### config.mk
export PLATFORM = sky130hd
export DESIGN_NAME = nnd_ctrl
export DESIGN_NICKNAME = d
export VERILOG_FILES = /design/src/hdl/nnd_pkg.sv /design/src/hdl/nnd_ctrl.sv
export VERILOG_INCLUDE_DIRS = /design/src /design/src/hdl
export SDC_FILE = /design/constraint.sdc
export NUM_CORES = 1
export LEC_CHECK = 0
export ABC_AREA = 1
export ABC_CLOCK_PERIOD_IN_PS = 3200
export CAP_MARGIN = 20
export CORE_AREA = 8 8 45 47
export DETAILED_ROUTE_END_ITERATION = 10
export DIE_AREA = 0 0 53 55
export DONT_BUFFER_PORTS = 1
export HOLD_SLACK_MARGIN = 0.06
export SLEW_MARGIN = 20
export SYNTH_ARGS = -nofsm -noshare
export SYNTH_HDL_FRONTEND = slang
export SYNTH_SLANG_ARGS = --single-unit
### constraint.sdc
create_clock -name clk -period 3.2 [get_ports clk]
set_input_delay 0.48 -clock clk [delete_from_list [all_inputs] [get_ports clk]]
set_output_delay 0.48 -clock clk [all_outputs]
set_load 0.005 [all_outputs]
### src/hdl/nearest_neighbor_distance_core_macros.svh
// Assertion macros shared by the nearest neighbor distance core.
`ifndef NEAREST_NEIGHBOR_DISTANCE_CORE_MACROS_SVH
`define NEAREST_NEIGHBOR_DISTANCE_CORE_MACROS_SVH
`ifndef SYNTH
// Same-cycle implication, disabled while reset is asserted.
`define NND_ASSERT_IMPLIES(label, clk, rst_n, ante, cons) \
    label: assert property (@(posedge clk) disable iff (!rst_n) (ante) |-> (cons)) \
        else $error("nnd assertion failed");
// Next-cycle implication, disabled while reset is asserted.
`define NND_ASSERT_NEXT(label, clk, rst_n, ante, cons) \
    label: assert property (@(posedge clk) disable iff (!rst_n) (ante) |=> (cons)) \
        else $error("nnd assertion failed");
`else
`define NND_ASSERT_IMPLIES(label, clk, rst_n, ante, cons)
`define NND_ASSERT_NEXT(label, clk, rst_n, ante, cons)
`endif
`endif

### src/hdl/nnd_pkg.sv
// Shared types and constants for the nearest neighbor distance core.
`timescale 1ns / 1ps

package nnd_pkg;

    // Fixed field widths
    localparam int INDEX_W    = 10;
    localparam int COUNT_W    = 11;
    localparam int SEP_W      = 17;
    localparam int CFG_IDX_W  = 1;
    localparam int CFG_DATA_W = SEP_W;

    // Item operation codes
    localparam logic OP_LOAD  = 1'b0;
    localparam logic OP_QUERY = 1'b1;

    // Configuration register indexes
    localparam logic [CFG_IDX_W-1:0] CFG_POINT_COUNT = 1'b0;
    localparam logic [CFG_IDX_W-1:0] CFG_MAX_SEP     = 1'b1;

    // Controller to datapath commands
    typedef struct packed {
        logic load_we;
        logic q_start;
        logic q_latch;
        logic walk_issue;
        logic sqrt_start;
        logic result_load;
    } nnd_cmd_t;

    // Datapath to controller status
    typedef struct packed {
        logic q_oob;
        logic walk_done;
        logic pipe_empty;
        logic found;
        logic sqrt_done;
    } nnd_stat_t;

endpackage

### src/hdl/nnd_ctrl.sv
// Controller state machine sequencing loads and queries.
`timescale 1ns / 1ps
`include "nearest_neighbor_distance_core_macros.svh"

module nnd_ctrl
    import nnd_pkg::*;
(
    input  logic      clk,
    input  logic      rst_n,
    input  logic      in_valid,
    input  logic      op,
    output logic      in_ready,
    output logic      out_valid,
    input  logic      out_ready,
    input  nnd_stat_t stat,
    output nnd_cmd_t  cmd
);

    typedef enum logic [2:0] {
        ST_IDLE,
        ST_QREAD,
        ST_WALK,
        ST_DRAIN,
        ST_SQRT,
        ST_FINISH
    } state_t;

    state_t state_reg;
    logic   out_valid_reg;

    // Commands decoded from state
    always_comb
    begin
        cmd.load_we     = (state_reg == ST_IDLE) && in_valid && (op == OP_LOAD);
        cmd.q_start     = (state_reg == ST_IDLE) && in_valid && (op == OP_QUERY);
        cmd.q_latch     = (state_reg == ST_QREAD);
        cmd.walk_issue  = (state_reg == ST_WALK) && !stat.walk_done;
        cmd.sqrt_start  = (state_reg == ST_DRAIN) && stat.pipe_empty && stat.found;
        cmd.result_load = (state_reg == ST_FINISH) && (!out_valid_reg || out_ready);
    end

    // State and output valid
    always_ff @(posedge clk or negedge rst_n)
    begin
        if (!rst_n)
        begin
            state_reg     <= ST_IDLE;
            out_valid_reg <= 1'b0;
        end
        else
        begin
            if (cmd.result_load)
            begin
                out_valid_reg <= 1'b1;
            end
            else if (out_ready)
            begin
                out_valid_reg <= 1'b0;
            end

            case (state_reg)
                ST_IDLE:
                begin
                    if (cmd.q_start)
                    begin
                        state_reg <= ST_QREAD;
                    end
                end
                ST_QREAD:
                begin
                    state_reg <= stat.q_oob ? ST_FINISH : ST_WALK;
                end
                ST_WALK:
                begin
                    if (stat.walk_done)
                    begin
                        state_reg <= ST_DRAIN;
                    end
                end
                ST_DRAIN:
                begin
                    if (stat.pipe_empty)
                    begin
                        state_reg <= stat.found ? ST_SQRT : ST_FINISH;
                    end
                end
                ST_SQRT:
                begin
                    if (stat.sqrt_done)
                    begin
                        state_reg <= ST_FINISH;
                    end
                end
                ST_FINISH:
                begin
                    if (cmd.result_load)
                    begin
                        state_reg <= ST_IDLE;
                    end
                end
                default:
                begin
                    state_reg <= ST_IDLE;
                end
            endcase
        end
    end

    assign in_ready  = (state_reg == ST_IDLE);
    assign out_valid = out_valid_reg;

    // Checks
    `NND_ASSERT_IMPLIES(a_result_from_finish, clk, rst_n, $rose(out_valid_reg), $past(state_reg) == ST_FINISH)
    `NND_ASSERT_NEXT(a_walk_follows_read, clk, rst_n, cmd.q_latch && !stat.q_oob, state_reg == ST_WALK)
    `NND_ASSERT_NEXT(a_out_held, clk, rst_n, out_valid_reg && !out_ready, out_valid_reg)

endmodule

==> qor_table.md <==
| Metric | Reported |
|:---|:---|
| Status | finished, final reports clean |
| Main combinational cell family by area after synthesis | simple AND/OR/NAND/NOR gates |
| Count of yosys warnings during synthesis | 0 |
| Resized Gates After CTS | 0 |
| CP peak stage delay | 460 ps |
| Net count after synthesis | 71 |
| Number of unique standard cell types used by synthesis | 13 |
| Total wirelength of the detailed-routed design | 881 um |
| Wire length of the first global-routing pass | 1490 um |
| Critical register-to-register path startpoint | state_reg[2] |
| Number of port buffers | 0 |
| Average vias per placed instance | 4.444 |
| Max IR drop VDD | 0.0002857 V |
| Setup TNS | 0 ps |
| Detailed-placement wirelength estimate | 761.4 um |
| Slew headroom | 76.37% |
| Buffer count from post-CTS setup fixing | 0 |
| WP data arrival | 1340 ps |
| Latest clock arrival within the worst-skew pair | 230 ps |
| Total of fill cells in the finished design | 158 |
| Final core utilization | 30.47% |
| Sequential area share after synthesis | 27.12% |
| Grt ovf | 0 |
| CTS tree | done |
| Number of flip-flops under the largest register name | 3 |
| Weighted congestion reported at the end of routability-driven placement | 0.7077 |
| Endpoint type of the worst setup path | output pin |
| Number of flip-flops and latches in the synthesized netlist | 4 |
| Via count | 360 |
| Final clock period utilization by the worst path | 56.95% |
| Share of cells above drive strength 1 | 23.08% |
| Critical-path cell list | nor3_2 -> nand2_1 -> nor2_1 |
| Crit path max fanout | 7 |
| Complex-gate fraction of the synthesized area | 7.119% |
| Maximum clock skew at final layout | 3.879 ps |
| Post-layout net count | 77 |
| Number of max-slew violations in the final report | 0 |
| Standard cell core area | 0.001384 sq mm |
| Area share of fa/ha/maj cells after synthesis | 0% |
| Startpoint kind of the worst setup timing path | register |
| Number of instances in the synthesized netlist | 61 |
| Layout Area Growth over Synthesis | 14.24% |
| Buffers from clock root to sink, at most | 2 |
| Wire length per cell after detailed routing | 10.88 um |
| Drc violations | 0 |
| Proportion of synthesized area in mux cells | 0% |
| Area share of xor/xnor cells in the synthesized design | 0% |
| CTS hold repair buffers | 1 |
| CP Class | register to output pin |
| Worst Min Path Start | out_ready |
| Synth Cell Area | 369.1 sq um |
| Number of global-route vias before repair | 376 |
| Hold violation count in the final report | 0 |
| Post-DP Area | 389.1 sq um |
| Number of antenna violations at the first check in global routing | 0 |
| Transition time of the tightest slew-check pin | 352.5 ps |
| Number of design-rule violations left by the first detailed-router iteration | 10 |
| Area used by sequential logic in the layout | 100.1 sq um |
| Unrepaired setup endpoints after global routing | no |
| Leakage power figure | 0.2298 nW |
| Power per standard cell area | 887.5 mW/mm^2 |
| Required time of the critical path | 2720 ps |
| Number of search-and-repair iterations in the first detailed-routing pass | 3 |
| Root buf cell | clkbuf_4 |
| FMAX | 0.5488 GHz |
| Most common cell after layout, fill and taps aside | nand2_1 |
| Syn Area/Cell | 6.051 sq um |
| ANT nets after route | 0 |
| Critical Path Start | state_reg[2] |
| Worst path slowest cell | dfrtp_1 |
| Area of the die | 0.002915 sq mm |
| Post-route cell area | 421.7 sq um |
| Maximum number of pins on one net before global-route repair | 8 |
| I/O pin cnt | 18 |
| Combined area of the multi-input logic cells | 220.2 sq um |
| Tot GR Track Use | 7.178% |
| Die Width | 53 um |
| Vertical die dimension | 55 um |
| Share of synthesized cell area in and, or, nand and nor gates | 52.54% |
| Post-route worst setup slack | 1378 ps |
| Worst min-delay path category | primary input to register |
| Max-cap violation count | 0 |
| Finish-stage setup viols | 0 |
| TritonCTS buffer count | 3 |
| Most frequent cells in the layout | nand2_1 (18), nor2_1 (10), inv_1 (10) |
| Placement Setup Slack | 1598 ps |
| Effective utilization at floorplan | 26.67% |
| Diode count | 0 |
| Crit path time final | 1822 ps |
| Clock-pin slew reported for the worst setup and hold paths after clock tree synthesis | 40 ps |
| Total number of H-tree levels | 1 |
| Row Count | 14 |
| Number of clock sinks | 4 |
-- power by group --
group	internal [mW]	switching, mW	leakage, nW
clock	0.0419	0.0200	0.0138
combinational	0.0723	0.126	0.165
sequential	0.0738	0.0405	0.0512
total	0.188	0.186	0.230
-- area by class of cell --
| type | count | share of cell area (%) |
|---|---|---|
| Timing Repair Buffer | 1 | 2.374 |
| Clock buffer | 3 | 5.341 |
| Tap cell | 16 | 4.748 |
| Inverter | 13 | 11.57 |
| Sequential cell | 4 | 23.74 |
| Multi-Input combinational cell | 44 | 52.23 |
-- critical path, delay by kind of cell, from the launching register on --
kind	cells	cell delay, ps
flip-flops	1	460
AND/OR/NAND/NOR	3	650
-- path summary, 6_finish.rpt --
check / cells past startpoint / slack, ps / endpoint
hold / removal: 1 / 370 / out_valid
setup reg to reg: 4 / 1970 / state_reg[0]
setup / recovery: 3 / 1380 / cmd[4]
hold reg to reg: 2 / 600 / out_valid
min in group asynchronous: 1 / 520 / state_reg[1]
max in group asynchronous: 1 / 2510 / state_reg[0]
-- cells in the mapped netlist --
library cell | count | area (sq um)
nor2_2 | 2 | 12.51
nor3_2 | 1 | 10.01
inv_2 | 3 | 11.26
inv_1 | 10 | 37.54
nand2_2 | 3 | 18.77
nor2_1 | 10 | 37.54
a21oi_1 | 1 | 5.000
dfrtp_1 | 4 | 100.1
nand2_1 | 18 | 67.56
nand3_1 | 5 | 25.02
o21ai_4 | 1 | 16.27
o21ai_0 | 1 | 5.000
nor2_4 | 2 | 22.52
-- stage by stage --
| stage | instances | total power, mW | hold slack (ps) |
|---|---|---|---|
| 6_report | 81 | 0.3742 | 373.7 |
| 5_1_grt | 81 | 0.4197 | 372.5 |
| 4_1_cts | 81 | 0.3807 | 381.4 |
| 3_5_place_dp | 77 | 0.3159 | 184.5 |
| 3_3_place_gp | 77 | 0.3108 | 184.5 |
| 2_1_floorplan | 61 | 0.2749 | 184.4 |
-- cell families (layout without fill, tap and decap cells) --
logic type      count (synthesis)  in the layout
compound gates                  3              3
flops                           4              4
simple gates                   41             41
buf+inv                        13             17
-- per-layer routing --
layer | track usage, % | wire length, um | share of wire (%)
met1 | 6.891 | 359 | 41
met2 | 11.52 | 478 | 54
met3 | 3.209 | 43 | 4.9
met4 | 6.466 | 0 | 0
met5 | 0 | 0 | 0
No activity file was read; power rests on OpenSTA's default activity.
